<file path="config.mk">
export PLATFORM = sky130hd
export DESIGN_NAME = raised_cosine_wheel_power_ramp_core
export DESIGN_NICKNAME = d
export VERILOG_FILES = /design/src/rtl/rcw_pkg.sv /design/src/rtl/raised_cosine_wheel_power_ramp_core.sv /design/src/rtl/rcw_div.sv /design/src/rtl/rcw_mul.sv
export SDC_FILE = /design/constraint.sdc
export NUM_CORES = 1
export LEC_CHECK = 0
export BUFFER_PORTS_ARGS = -buffer_cell sky130_fd_sc_hd__buf_2
export CORE_ASPECT_RATIO = 1.4
export CORE_MARGIN = 1
export CORE_UTILIZATION = 69
export DETAILED_ROUTE_END_ITERATION = 6
export PLACE_DENSITY_LB_ADDON = 0.12
export SLEW_MARGIN = 20
export SYNTH_ARGS = -nofsm -noshare
export SYNTH_HDL_FRONTEND = slang
export SYNTH_HIERARCHICAL = 1
export SYNTH_SLANG_ARGS = --single-unit
</file>
<file path="constraint.sdc">
create_clock -name clk_i -period 7.5 [get_ports clk_i]
set_clock_uncertainty 0.15 [all_clocks]
set_input_delay 1.875 -clock clk_i [delete_from_list [all_inputs] [get_ports clk_i]]
set_output_delay 1.875 -clock clk_i [all_outputs]
set_load 0.02 [all_outputs]
</file>
<file path="src/rtl/rcw_pkg.sv">
// ----------------------------------------------------------------------------
// rcw_pkg
// Types, widths, codes and the cosine table of the wheel power ramp.
// ----------------------------------------------------------------------------
package rcw_pkg;

  localparam int COS_TABLE_ENTRIES = 256;
  localparam int COS_FRAC_BITS     = 15;

  localparam int TIME_W     = 32;
  localparam int DUR_W      = 26;
  localparam int PWR_W      = 7;
  localparam int FP_W       = 8;
  localparam int EL_W       = 24;
  localparam int DIR_W      = 4;
  localparam int CFG_IDX_W  = 3;
  localparam int CFG_DATA_W = DUR_W;

  // Ramp time that still needs a division is below twice a duration.
  localparam int TW    = DUR_W + 1;
  localparam int QW    = $clog2(2 * COS_TABLE_ENTRIES);
  localparam int DVD_W = TW + $clog2(COS_TABLE_ENTRIES);

  localparam int COS_W    = COS_FRAC_BITS + 1;
  localparam int COS_HALF = COS_TABLE_ENTRIES / 2;
  localparam int K_W      = $clog2(COS_HALF + 1);

  localparam int W_W   = COS_FRAC_BITS + 2;
  localparam int AMP_W = PWR_W - 1;
  localparam int ACC_W = COS_FRAC_BITS + PWR_W + 2;

  localparam longint unsigned PI_Q28  = 64'd843314857;
  localparam longint          ONE_Q28 = 64'sd268435456;

  // Denominators (2i-1)*2i of the Taylor terms of the cosine, i = 1 to 9.
  localparam longint unsigned TAYLOR_DEN [9] = '{
    64'd2, 64'd12, 64'd30, 64'd56, 64'd90, 64'd132, 64'd182, 64'd240, 64'd306
  };

  typedef enum logic {
    OP_RUN     = 1'b0,
    OP_RESTART = 1'b1
  } op_e;

  typedef enum logic [DIR_W-1:0] {
    DIR_STRAIGHT  = 4'd0,
    DIR_RIGHT     = 4'd1,
    DIR_LEFT      = 4'd2,
    DIR_STOP      = 4'd3,
    DIR_BACK      = 4'd4,
    DIR_BACKRIGHT = 4'd5,
    DIR_BACKLEFT  = 4'd6,
    DIR_CW        = 4'd7,
    DIR_CCW       = 4'd8
  } dir_e;

  typedef enum logic [CFG_IDX_W-1:0] {
    CFG_STRAIGHT_RAMP = 3'd0,
    CFG_CURVE_HALF    = 3'd1,
    CFG_START_POWER   = 3'd2,
    CFG_CURVE_MIN     = 3'd3,
    CFG_MAX_POWER     = 3'd4
  } cfg_idx_e;

  typedef struct packed {
    logic               start;
    logic [DVD_W-1:0]   dividend;
    logic [DUR_W-1:0]   divisor;
  } rcw_div_req_t;

  typedef struct packed {
    logic            done;
    logic [QW-1:0]   quo;
  } rcw_div_rsp_t;

  typedef struct packed {
    logic               start;
    logic [W_W-1:0]     weight;
    logic [AMP_W-1:0]   amp_mag;
    logic               amp_neg;
    logic [PWR_W-1:0]   base;
  } rcw_mul_req_t;

  typedef struct packed {
    logic               done;
    logic [PWR_W-1:0]   power;
  } rcw_mul_rsp_t;

  typedef logic [COS_W-1:0] cos_lut_t [COS_HALF+1];

  // Rounded cosine magnitude of pi*k/N, k in the first quarter, from a Q28
  // Taylor series with truncated products.
  function automatic logic [COS_W-1:0] cos_mag(int unsigned k);
    longint unsigned x;
    longint unsigned x2;
    longint unsigned term;
    longint          sum;
    longint unsigned r;
    x    = (PI_Q28 * longint'(k)) >> $clog2(COS_TABLE_ENTRIES);
    x2   = (x * x) >> 28;
    term = ONE_Q28;
    sum  = ONE_Q28;
    for (int i = 1; i <= 9; i++) begin
      term = ((term * x2) >> 28) / TAYLOR_DEN[i-1];
      if ((i % 2) == 1) begin
        sum = sum - longint'(term);
      end else begin
        sum = sum + longint'(term);
      end
    end
    if (sum < 0) begin
      sum = 0;
    end
    if (sum > ONE_Q28) begin
      sum = ONE_Q28;
    end
    r = (longint'(sum) + (64'd1 << (27 - COS_FRAC_BITS))) >> (28 - COS_FRAC_BITS);
    return r[COS_W-1:0];
  endfunction

  function automatic cos_lut_t build_cos_lut();
    cos_lut_t lut;
    for (int k = 0; k <= COS_HALF; k++) begin
      lut[k] = cos_mag(k);
    end
    return lut;
  endfunction

  localparam cos_lut_t COS_LUT = build_cos_lut();

endpackage

</file>
<file path="src/rtl/raised_cosine_wheel_power_ramp_core.sv">
// ----------------------------------------------------------------------------
// raised_cosine_wheel_power_ramp_core
// Left and right wheel powers per control tick, with raised-cosine ramps.
// ----------------------------------------------------------------------------
// One request is worked at a time, and for straight and right requests ramp
// time accumulates at the edge that accepts it. Fixed directions go from
// acceptance to the result state. A ramp first compares the accumulated time
// against the ramp length, and one that has already finished then goes to the
// result state. A running ramp passes the bit-serial divider (one quotient bit
// per cycle, log2 of twice the table size in all, and a handover of the
// quotient), the cosine table, the forming of the weight and the shift-and-add
// weighting (one bit per cycle for the 6 amplitude bits, and a handover of the
// sum) before the result state, which loads the output register. The next
// request is taken while a result waits at the output.
// A restart request clears the accumulated time and yields no result.
module raised_cosine_wheel_power_ramp_core (
  input  logic                             clk_i,
  input  logic                             rst_ni,
  input  logic                             cfg_we_i,
  input  logic [rcw_pkg::CFG_IDX_W-1:0]    cfg_addr_i,
  input  logic [rcw_pkg::CFG_DATA_W-1:0]   cfg_wdata_i,
  input  logic                             in_valid_i,
  output logic                             in_ready_o,
  input  logic                             op_i,
  input  logic [rcw_pkg::DIR_W-1:0]        direction_i,
  input  logic signed [rcw_pkg::FP_W-1:0]  forward_power_i,
  input  logic [rcw_pkg::EL_W-1:0]         elapsed_us_i,
  output logic                             out_valid_o,
  input  logic                             out_ready_i,
  output logic signed [rcw_pkg::FP_W-1:0]  left_power_o,
  output logic signed [rcw_pkg::FP_W-1:0]  right_power_o
);
  import rcw_pkg::*;

  typedef enum logic [2:0] {
    ST_IDLE,
    ST_CHECK,
    ST_DIV,
    ST_FOLD,
    ST_WGT,
    ST_MUL,
    ST_RESULT
  } state_e;

  state_e              state_q;
  logic [DUR_W-1:0]    straight_q;
  logic [DUR_W-1:0]    curve_half_q;
  logic [PWR_W-1:0]    start_pwr_q;
  logic [PWR_W-1:0]    curve_min_q;
  logic [PWR_W-1:0]    max_pwr_q;
  logic [TIME_W-1:0]   time_sum_q;
  logic                started_q;
  logic                curve_q;
  logic signed [FP_W-1:0] fwd_q;
  logic [FP_W-1:0]     res_left_q;
  logic [FP_W-1:0]     res_right_q;
  logic [COS_W-1:0]    cos_mag_q;
  logic                cos_neg_q;
  logic                out_valid_q;
  logic [FP_W-1:0]     out_left_q;
  logic [FP_W-1:0]     out_right_q;

  logic                in_acc;
  logic [TIME_W:0]     t_sum;
  logic [TIME_W-1:0]   t_next;
  logic                ramp_done;
  logic [FP_W-1:0]     f_neg;
  logic [FP_W-1:0]     max_ext;
  logic [QW-1:0]       k_unfold;
  logic [QW-1:0]       k_fold;
  logic                k_neg;
  logic                plus;
  logic [W_W-1:0]      weight;
  logic [PWR_W-1:0]    base;
  logic signed [PWR_W:0] amp_diff;
  logic [PWR_W:0]      amp_abs;
  rcw_div_req_t        div_req;
  rcw_div_rsp_t        div_rsp;
  rcw_mul_req_t        mul_req;
  rcw_mul_rsp_t        mul_rsp;

  function automatic logic [FP_W-1:0] neg_sat(logic signed [FP_W-1:0] v);
    logic [FP_W-1:0] r;
    if (v == {1'b1, {(FP_W-1){1'b0}}}) begin
      r = {1'b0, {(FP_W-1){1'b1}}};
    end else begin
      r = -v;
    end
    return r;
  endfunction

  assign in_ready_o = (state_q == ST_IDLE);
  assign in_acc     = in_valid_i && in_ready_o;

  // Accumulated time saturates at the top of the 32-bit range.
  assign t_sum  = {1'b0, time_sum_q} + (TIME_W+1)'(elapsed_us_i);
  assign t_next = !started_q ? '0 : (t_sum[TIME_W] ? '1 : t_sum[TIME_W-1:0]);

  assign ramp_done = curve_q ? (time_sum_q >= TIME_W'({curve_half_q, 1'b0}))
                             : (time_sum_q >= TIME_W'(straight_q));
  assign f_neg   = neg_sat(forward_power_i);
  assign max_ext = FP_W'(max_pwr_q);

  // The dip runs past the table end and comes back; then fold to a quarter.
  always_comb begin
    k_unfold = div_rsp.quo;
    if (div_rsp.quo > QW'(COS_TABLE_ENTRIES)) begin
      k_unfold = QW'((QW+1)'(2 * COS_TABLE_ENTRIES) - {1'b0, div_rsp.quo});
    end
    k_neg  = {k_unfold, 1'b0} > (QW+1)'(COS_TABLE_ENTRIES);
    k_fold = k_neg ? (QW'(COS_TABLE_ENTRIES) - k_unfold) : k_unfold;
  end

  // Straight uses 1 - cos and the dip 1 + cos.
  assign plus     = cos_neg_q ^ curve_q;
  assign weight   = plus ? (W_W'(1) << COS_FRAC_BITS) + W_W'(cos_mag_q)
                         : (W_W'(1) << COS_FRAC_BITS) - W_W'(cos_mag_q);
  assign base     = curve_q ? curve_min_q : start_pwr_q;
  assign amp_diff = $signed({1'b0, max_pwr_q}) - $signed({1'b0, base});
  assign amp_abs  = amp_diff[PWR_W] ? (-amp_diff) : amp_diff;

  assign div_req.start    = (state_q == ST_CHECK) && !ramp_done;
  assign div_req.dividend = DVD_W'(time_sum_q[TW-1:0]) * DVD_W'(COS_TABLE_ENTRIES);
  assign div_req.divisor  = curve_q ? curve_half_q : straight_q;

  assign mul_req.start   = (state_q == ST_WGT);
  assign mul_req.weight  = weight;
  assign mul_req.amp_mag = amp_abs[AMP_W:1];
  assign mul_req.amp_neg = amp_diff[PWR_W];
  assign mul_req.base    = base;

  rcw_div u_div (
    .clk_i  (clk_i),
    .rst_ni (rst_ni),
    .req_i  (div_req),
    .rsp_o  (div_rsp)
  );

  rcw_mul u_mul (
    .clk_i  (clk_i),
    .rst_ni (rst_ni),
    .req_i  (mul_req),
    .rsp_o  (mul_rsp)
  );

  always_ff @(posedge clk_i or negedge rst_ni) begin
    if (!rst_ni) begin
      state_q      <= ST_IDLE;
      straight_q   <= DUR_W'(1500000);
      curve_half_q <= DUR_W'(2150000);
      start_pwr_q  <= PWR_W'(5);
      curve_min_q  <= PWR_W'(55);
      max_pwr_q    <= PWR_W'(100);
      time_sum_q   <= '0;
      started_q    <= 1'b0;
      curve_q      <= 1'b0;
      fwd_q        <= '0;
      res_left_q   <= '0;
      res_right_q  <= '0;
      cos_mag_q    <= '0;
      cos_neg_q    <= 1'b0;
      out_valid_q  <= 1'b0;
      out_left_q   <= '0;
      out_right_q  <= '0;
    end else begin
      if (cfg_we_i) begin
        case (cfg_idx_e'(cfg_addr_i))
          CFG_STRAIGHT_RAMP: straight_q   <= cfg_wdata_i[DUR_W-1:0];
          CFG_CURVE_HALF:    curve_half_q <= cfg_wdata_i[DUR_W-1:0];
          CFG_START_POWER:   start_pwr_q  <= cfg_wdata_i[PWR_W-1:0];
          CFG_CURVE_MIN:     curve_min_q  <= cfg_wdata_i[PWR_W-1:0];
          CFG_MAX_POWER:     max_pwr_q    <= cfg_wdata_i[PWR_W-1:0];
          default: ;
        endcase
      end

      // A waiting result that is taken while the next one is ready is
      // replaced below, so the flag only drops outside the result state.
      if (out_valid_q && out_ready_i && (state_q != ST_RESULT)) begin
        out_valid_q <= 1'b0;
      end

      case (state_q)
        ST_IDLE: begin
          if (in_acc) begin
            if (op_e'(op_i) == OP_RESTART) begin
              time_sum_q <= '0;
              started_q  <= 1'b0;
            end else begin
              fwd_q <= forward_power_i;
              case (dir_e'(direction_i))
                DIR_STRAIGHT, DIR_RIGHT: begin
                  time_sum_q <= t_next;
                  started_q  <= 1'b1;
                  curve_q    <= (dir_e'(direction_i) == DIR_RIGHT);
                  state_q    <= ST_CHECK;
                end
                DIR_LEFT: begin
                  res_right_q <= forward_power_i;
                  res_left_q  <= '0;
                  state_q     <= ST_RESULT;
                end
                DIR_STOP: begin
                  res_right_q <= '0;
                  res_left_q  <= '0;
                  state_q     <= ST_RESULT;
                end
                DIR_BACKRIGHT: begin
                  res_right_q <= f_neg;
                  res_left_q  <= '0;
                  state_q     <= ST_RESULT;
                end
                DIR_BACKLEFT: begin
                  res_right_q <= '0;
                  res_left_q  <= f_neg;
                  state_q     <= ST_RESULT;
                end
                DIR_CW: begin
                  res_right_q <= f_neg;
                  res_left_q  <= forward_power_i;
                  state_q     <= ST_RESULT;
                end
                DIR_CCW: begin
                  res_right_q <= forward_power_i;
                  res_left_q  <= f_neg;
                  state_q     <= ST_RESULT;
                end
                default: begin
                  res_right_q <= forward_power_i;
                  res_left_q  <= forward_power_i;
                  state_q     <= ST_RESULT;
                end
              endcase
            end
          end
        end
        ST_CHECK: begin
          if (ramp_done) begin
            res_right_q <= max_ext;
            res_left_q  <= curve_q ? fwd_q : max_ext;
            state_q     <= ST_RESULT;
          end else begin
            state_q <= ST_DIV;
          end
        end
        ST_DIV: begin
          if (div_rsp.done) begin
            state_q <= ST_FOLD;
          end
        end
        ST_FOLD: begin
          cos_mag_q <= COS_LUT[k_fold[K_W-1:0]];
          cos_neg_q <= k_neg;
          state_q   <= ST_WGT;
        end
        ST_WGT: begin
          state_q <= ST_MUL;
        end
        ST_MUL: begin
          if (mul_rsp.done) begin
            res_right_q <= FP_W'(mul_rsp.power);
            res_left_q  <= curve_q ? fwd_q : FP_W'(mul_rsp.power);
            state_q     <= ST_RESULT;
          end
        end
        ST_RESULT: begin
          if (!out_valid_q || out_ready_i) begin
            out_valid_q <= 1'b1;
            out_left_q  <= res_left_q;
            out_right_q <= res_right_q;
            state_q     <= ST_IDLE;
          end
        end
        default: begin
          state_q <= ST_IDLE;
        end
      endcase
    end
  end

  assign out_valid_o   = out_valid_q;
  assign left_power_o  = out_left_q;
  assign right_power_o = out_right_q;

endmodule

</file>
<file path="src/rtl/rcw_div.sv">
// ----------------------------------------------------------------------------
// rcw_div
// Restoring divider that produces one quotient bit per clock.
// ----------------------------------------------------------------------------
module rcw_div (
  input  logic                  clk_i,
  input  logic                  rst_ni,
  input  rcw_pkg::rcw_div_req_t req_i,
  output rcw_pkg::rcw_div_rsp_t rsp_o
);
  import rcw_pkg::*;

  localparam int CNT_W = $clog2(QW + 1);

  logic             busy_q;
  logic             done_q;
  logic [CNT_W-1:0] cnt_q;
  logic [DUR_W-1:0] rem_q;
  logic [DUR_W-1:0] dvs_q;
  logic [QW-1:0]    sh_q;

  logic [DUR_W:0]   trial;
  logic             ge;
  logic [DUR_W:0]   diff;

  // The upper dividend part is below the divisor, so the remainder never
  // needs more than the divisor's width.
  assign trial = {rem_q, sh_q[QW-1]};
  assign ge    = trial >= {1'b0, dvs_q};
  assign diff  = trial - {1'b0, dvs_q};

  always_ff @(posedge clk_i or negedge rst_ni) begin
    if (!rst_ni) begin
      busy_q <= 1'b0;
      done_q <= 1'b0;
      cnt_q  <= '0;
      rem_q  <= '0;
      dvs_q  <= '0;
      sh_q   <= '0;
    end else begin
      done_q <= 1'b0;
      if (req_i.start) begin
        busy_q <= 1'b1;
        cnt_q  <= CNT_W'(QW);
        rem_q  <= req_i.dividend[DVD_W-1:QW];
        sh_q   <= req_i.dividend[QW-1:0];
        dvs_q  <= req_i.divisor;
      end else if (busy_q) begin
        rem_q <= ge ? diff[DUR_W-1:0] : trial[DUR_W-1:0];
        sh_q  <= {sh_q[QW-2:0], ge};
        cnt_q <= cnt_q - CNT_W'(1);
        if (cnt_q == CNT_W'(1)) begin
          busy_q <= 1'b0;
          done_q <= 1'b1;
        end
      end
    end
  end

  assign rsp_o.done = done_q;
  assign rsp_o.quo  = sh_q;

endmodule

</file>
<file path="src/rtl/rcw_mul.sv">
// ----------------------------------------------------------------------------
// rcw_mul
// Shift-and-add weighting of the cosine term, one amplitude bit per clock.
// ----------------------------------------------------------------------------
module rcw_mul (
  input  logic                  clk_i,
  input  logic                  rst_ni,
  input  rcw_pkg::rcw_mul_req_t req_i,
  output rcw_pkg::rcw_mul_rsp_t rsp_o
);
  import rcw_pkg::*;

  localparam int CNT_W = $clog2(AMP_W + 1);
  localparam int WS_W  = W_W + AMP_W - 1;

  logic             busy_q;
  logic             done_q;
  logic [CNT_W-1:0] cnt_q;
  logic [ACC_W-1:0] acc_q;
  logic [WS_W-1:0]  wsh_q;
  logic [AMP_W-1:0] amp_q;
  logic             neg_q;

  logic [ACC_W-1:0] addend;

  assign addend = ACC_W'(wsh_q);

  always_ff @(posedge clk_i or negedge rst_ni) begin
    if (!rst_ni) begin
      busy_q <= 1'b0;
      done_q <= 1'b0;
      cnt_q  <= '0;
      acc_q  <= '0;
      wsh_q  <= '0;
      amp_q  <= '0;
      neg_q  <= 1'b0;
    end else begin
      done_q <= 1'b0;
      if (req_i.start) begin
        busy_q <= 1'b1;
        cnt_q  <= CNT_W'(AMP_W);
        acc_q  <= ACC_W'(req_i.base) << COS_FRAC_BITS;
        wsh_q  <= WS_W'(req_i.weight);
        amp_q  <= req_i.amp_mag;
        neg_q  <= req_i.amp_neg;
      end else if (busy_q) begin
        if (amp_q[0]) begin
          acc_q <= neg_q ? (acc_q - addend) : (acc_q + addend);
        end
        wsh_q <= {wsh_q[WS_W-2:0], 1'b0};
        amp_q <= {1'b0, amp_q[AMP_W-1:1]};
        cnt_q <= cnt_q - CNT_W'(1);
        if (cnt_q == CNT_W'(1)) begin
          busy_q <= 1'b0;
          done_q <= 1'b1;
        end
      end
    end
  end

  // A negative sum clamps to zero before the fraction is dropped.
  assign rsp_o.done  = done_q;
  assign rsp_o.power = acc_q[ACC_W-1] ? '0 : acc_q[COS_FRAC_BITS +: PWR_W];

endmodule

</file>
**After elaboration in Yosys (flattened, before gate mapping)**

Memories as Yosys holds them, arrays and structs flattened. A register that Yosys moved wholly into a read port is not among the register bits.
Index checks and enable logic that the tools add are counted.

- ROM bits: 4096
- Flip-flop bits (word level): 277
- Bits of input ports: 71
- Bits in writable memories: 0
- Memories kept: 1
- Output and inout port bits: 18
- Latch bits: 0
- Word-level logic and storage cells: 181

Memories:

| memory | words | width | rd ports | clocked after memory_dff | write ports | line | source |
|---|---|---|---|---|---|---|---|
| (no name shown) | 256 | 16 | 1 | 1 | 0 | raised_cosine_wheel_power_ramp_core.sv:252 | `cos_mag_q <= COS_LUT[k_fold[K_W-1:0]];` |

- $add $sub $neg: 13
- Mux-type cells: 69
- Magnitude comparators: 5
- Equal/unequal tests: 28
- Multipliers: 0
- Bitwise operators: 3
- Shifts and indexed selects: 0
- Reduce and logical (&&, ||, !) cells: 33
- Div/mod/pow operators: 0

Operator list:

| kind | number |
|---|---|
| 2-to-1 mux 32 bit | 4 |
| 2-to-1 mux 26 bit | 4 |
| 2-to-1 mux 24 bit | 4 |
| 2-to-1 mux 8 bit | 12 |
| case mux 8 bit (3 select lines) | 4 |
| 2-to-1 mux 22 bit | 2 |
| adder 32 x 24 -> 33 bit | 1 |
| greater-or-equal comparator 32 x 26 -> 1 bit | 1 |
| greater-or-equal comparator 32 x 27 -> 1 bit | 1 |
| greater-or-equal comparator 27 x 26 -> 1 bit | 1 |
| 2-to-1 mux 3 bit | 9 |
| 2-to-1 mux 9 bit | 3 |
| subtractor 26 bit | 1 |
| adder 24 x 22 -> 24 bit | 1 |
| subtractor 24 x 22 -> 24 bit | 1 |
| 2-to-1 mux 7 bit | 3 |
| case mux 3 bit (7 select lines) | 1 |
| 2-to-1 mux 1 bit | 18 |
| adder 16 x 16 -> 17 bit (first input constant) | 1 |
| 2-to-1 mux 17 bit | 1 |
| subtractor 16 x 16 -> 17 bit (first input constant) | 1 |
| AND reduction 2 bit | 7 |
| equality test 3 x 2 -> 1 bit (second input constant) | 4 |
| equality test 3 bit (second input constant) | 4 |
| 36 further kinds | 62 |

**Depth between registers and ports, before layout**

- Depth in word-level cells: 6
- Depth in mapped cells: 20

**Modules after synthesis**

Netlist, hierarchy kept.

Modules (own cells, without submodules):

| module | cells an instance | sequential area each (µm²) | area an instance (µm²) | instances |
|---|---|---|---|---|
| raised_cosine_wheel_power_ramp_core | 1693 | 4240.3 | 14052.2 | 1 |
| rcw_div | 578 | 1676.6 | 4813.4 | 1 |
| rcw_mul | 507 | 1451.4 | 4341.7 | 1 |

**Worst setup path before layout**

Ideal clock, no wire load.

- Kind: input-to-reg
- Start point: in elapsed_us_i[0] (netlist bit)
- End point: reg time_sum_q[10]
- Setup slack: 2641 ps
- Cell stages on the path: 14
- Library setup time: 126 ps
- Arrival: 4583 ps
- Data required time: 7224 ps
- Cells stage by stage: ha_1 > inv_1 > fa_1 > nor2b_1 > o2111ai_1 > a31oi_1 > a311oi_1 > a31oi_1 > a21o_1 > a31o_2 > and2_1 > nor2b_1 > clkbuf_1 > a221o_1

- Cells in the longest elaborated chain, start to end: 5

Ends and longest elaborated chain:

| item | line | source |
|---|---|---|
| start: declaration | raised_cosine_wheel_power_ramp_core.sv:27 | `input logic [rcw_pkg::EL_W-1:0] elapsed_us_i,` |
| adder 32 x 24 -> 33 bit | raised_cosine_wheel_power_ramp_core.sv:96 | `assign t_sum = {1'b0, time_sum_q} + (TIME_W+1)'(elapsed_us_i);` |
| 2-to-1 mux 32 bit (2 in series) | raised_cosine_wheel_power_ramp_core.sv:97 | `assign t_next = !started_q ? '0 : (t_sum[TIME_W] ? '1 : t_sum[TIME_W-1:0]);` |
| 2-to-1 mux 32 bit | raised_cosine_wheel_power_ramp_core.sv:191 | `case (dir_e'(direction_i))` |
| 2-to-1 mux 32 bit | raised_cosine_wheel_power_ramp_core.sv:186 | `if (op_e'(op_i) == OP_RESTART) begin` |
| end signal: assignment | raised_cosine_wheel_power_ramp_core.sv:193 | `time_sum_q <= t_next;` |
| end: declaration | raised_cosine_wheel_power_ramp_core.sv:51 | `logic [TIME_W-1:0] time_sum_q;` |

No other way between the ends. The select of a mux whose other input is x is not followed.
A chain may end at the register's enable or synchronous reset.

==> run metrics <==
CTS root buf=clkbuf_16; GP Congestion=1.10; vias in the first global route=23100; Hold Fails Final Rpt=0; vias post-DR=23300; Adder-Cell Fraction of Synth Area=0.0865; initial antenna violation count=7; hpwl dp=56.0 mm; number of max-cap violations=0; final wirelength=81.1 mm; share of flip-flops with an asynchronous set or reset=1.00; core area=0.0332 mm^2; Post-Synth Simple-Gate Area=0.180; die area=0.0344 mm^2; Avg WL per Cell=25.2 um; Synth Cell Area=0.0232 mm^2; hold slack=0.331 ns; Slew HR=0.222; Num CTS Buffers=30; Worst Path Required=7.85 ns; Pre-antenna DRT Iters=7; Setup-failing EPs final=0; worst skew pair latency=0.61 ns; synthesized area per cell=8.35 um^2; CTS tree=done; FF-to-FF path depth=13; routing usage on met1=0.493; 1st-iter DRT viols=2734; placed insts=3162; Buf+Inv Stages, Crit Path=1; Ports=89; HP Class=reg2reg; Synth Area in XOR/XNOR=0.0418; Final Max Tran Viols=0; prevailing post-synth register cell=dfrtp_1; met3 Use GR=0.102; grt total ovfl=0; hold_buf cts=0; Cell Count, Final, Fillers Out=3224; gr busiest metal=met2; critical path capture point type=flop; EDFF count, synth=0; layout overhead on the synthesized area=6.65%; Crit path max-delay family=simple AND/OR/NAND/NOR gates; Stages on worst setup path=13; Total GRT Usage=0.472; Clock transition at path regs=0.07 ns; # clock sinks=293; input/output buffers=88; FILL cells=2383; Die Width=157 um; Synth Instances=2778; row cnt=79; Slowest-stage cell, CP=nor2_4; Synth Area in Compound Gates=0.254; GR Util met2=0.776; fin crit period=5.61 ns; worst slack at placement=2.10 ns; postcts setup bufs=0; DRT antenna net count=0; mux share of post-synthesis cell area=0.0581; CTS H-tree depth=1; unrepaired setup endpoints after global routing=no; Initial Util=0.699; setup TNS=0 ns; nets=2979; clock tree buffer depth=3; combinational family with the most area after synthesis=compound AO/OA/AOI/OAI gates; routed vias/inst=7.22; # DRC=0; Arr. time, crit path=5.96 ns; status=finished, final reports clean; critical path class=reg2reg; layout cells sized above 1=0.121; fin crit share=0.748; Tightest Pin Transition=1.16 ns; Netlist cell types=115; Crit Path Max Fanout=32; first-pass GRT wire length=125 mm; Yosys reg bits=293; CP Cell Sequence=ha_1, a2111oi_0, a211oi_1, or3b_2, a221oi_1, o22ai_1, o22ai_1, nand3_1, nor2_4, inv_1, nand2_1, nor2_1, a211oi_1; CTS resizes=0; Hold Crit Depth=2; crit start category=flop; Yosys warnings=6; Fmax=178 MHz; DIE HEIGHT=219 um; sequential share of the synthesized area=0.318; largest net degree at the start of global routing=117; crit-path max cell delay=0.72 ns; Setup WS post-layout=1.89 ns
==> cell usage in the layout, fill, tap and decap left out, types with 34 or more instances in the layout <==
cell / instances
mux2i_1: 57
nand3_1: 75
a31oi_1: 49
mux2_2: 65
dfrtp_1: 262
nand2_1: 340
a21oi_1: 165
ha_1: 154
inv_1: 148
nor2_1: 174
o21ai_0: 273
a21o_1: 55
buf_2: 87
xor2_1: 34
nor3_1: 52
xnor2_1: 72
==> cell type report <==
cell class,instances,area [um^2],share of cell area
well taps,445,557,0.0225
diodes,5,12.5,0.000506
multi-input cells,2160,14500,0.586
repair buffers,114,691,0.0279
clock inverters,20,260,0.0105
flip-flops and latches,293,7370,0.298
inverters,151,569,0.0230
clock buffers,36,783,0.0316
==> final timing paths <==
| check | start | endpoint | slack, ns |
|---|---|---|---|
| max | time_sum_q[5] | u_div/rem_q[5] | 1.89 |
| min | fwd_q[0] | fwd_q[0] | 0.33 |
| max reg2reg | time_sum_q[5] | u_div/rem_q[5] | 1.89 |
| min reg2reg | fwd_q[0] | fwd_q[0] | 0.33 |
| max in group asynchronous | rst_ni | straight_q[11] | 4.56 |
| min in group asynchronous | rst_ni | cos_mag_q[4] | 1.16 |
==> through the flow <==
| step | util | cell area [um^2] |
|---|---|---|
| 3_5_place_dp | 0.713 | 23700 |
| 5_1_grt | 0.745 | 24700 |
| 3_3_place_gp | 0.713 | 23700 |
| 6_report | 0.745 | 24800 |
| 2_1_floorplan | - | 23200 |
| 4_1_cts | 0.744 | 24700 |
==> cell families (layout without fill, tap and decap cells) <==
family                   after synthesis  in the layout
AO/OA/AOI/OAI                        886            886
XOR/XNOR                             109            109
adder cells (fa/ha/maj)              158            158
buffers and inverters                332            321
flip-flops                           293            293
multiplexers                         124            124
other                                  1             13
AND/OR/NAND/NOR                      875            875
==> cell usage after synthesis, types with 57 or more instances <==
library cell,count,share of area
inv_1,148,0.024
xnor2_1,73,0.028
clkbuf_1,107,0.017
mux2i_1,57,0.025
a21oi_1,165,0.036
ha_1,154,0.083
dfrtp_1,264,0.28
o21ai_0,273,0.059
nor2_1,177,0.029
nand3_1,75,0.016
mux2_2,65,0.032
nand2_1,340,0.055
==> registers in the layout (all words and copies together) (netlist names), 8 cells and up <==
name	count
time_sum_q	32
curve_half_q	26
straight_q	26
u_div/dvs_q	26
u_div/rem_q	26
u_mul/acc_q	24
u_mul/wsh_q	22
cos_mag_q	16
u_div/sh_q	9
fwd_q	8
left_power_o	8
res_left_q	8
res_right_q	8
right_power_o	8
==> worst register-to-register path, delay by kind of cell (launching register included) <==
| family | cells | cell delay (ns) |
|---|---|---|
| AOI/OAI and AO/OA | 6 | 1.91 |
| adders and majority gates | 1 | 0.33 |
| buffers and inverters | 1 | 0.46 |
| DFF | 1 | 0.58 |
| and+or+nand+nor | 5 | 2.10 |
==> layer usage <==
layer,vias to the layer above,part of all wire,routed length (um)
met5,-,0.00030,24
met4,4,0.11,8810
met3,572,0.091,7360
met2,1670,0.47,38400
met1,11000,0.33,26500
li1,10000,-,-
Power is not shown: default switching activity piles up to over one toggle a cycle in this logic, so the estimate is an artifact.
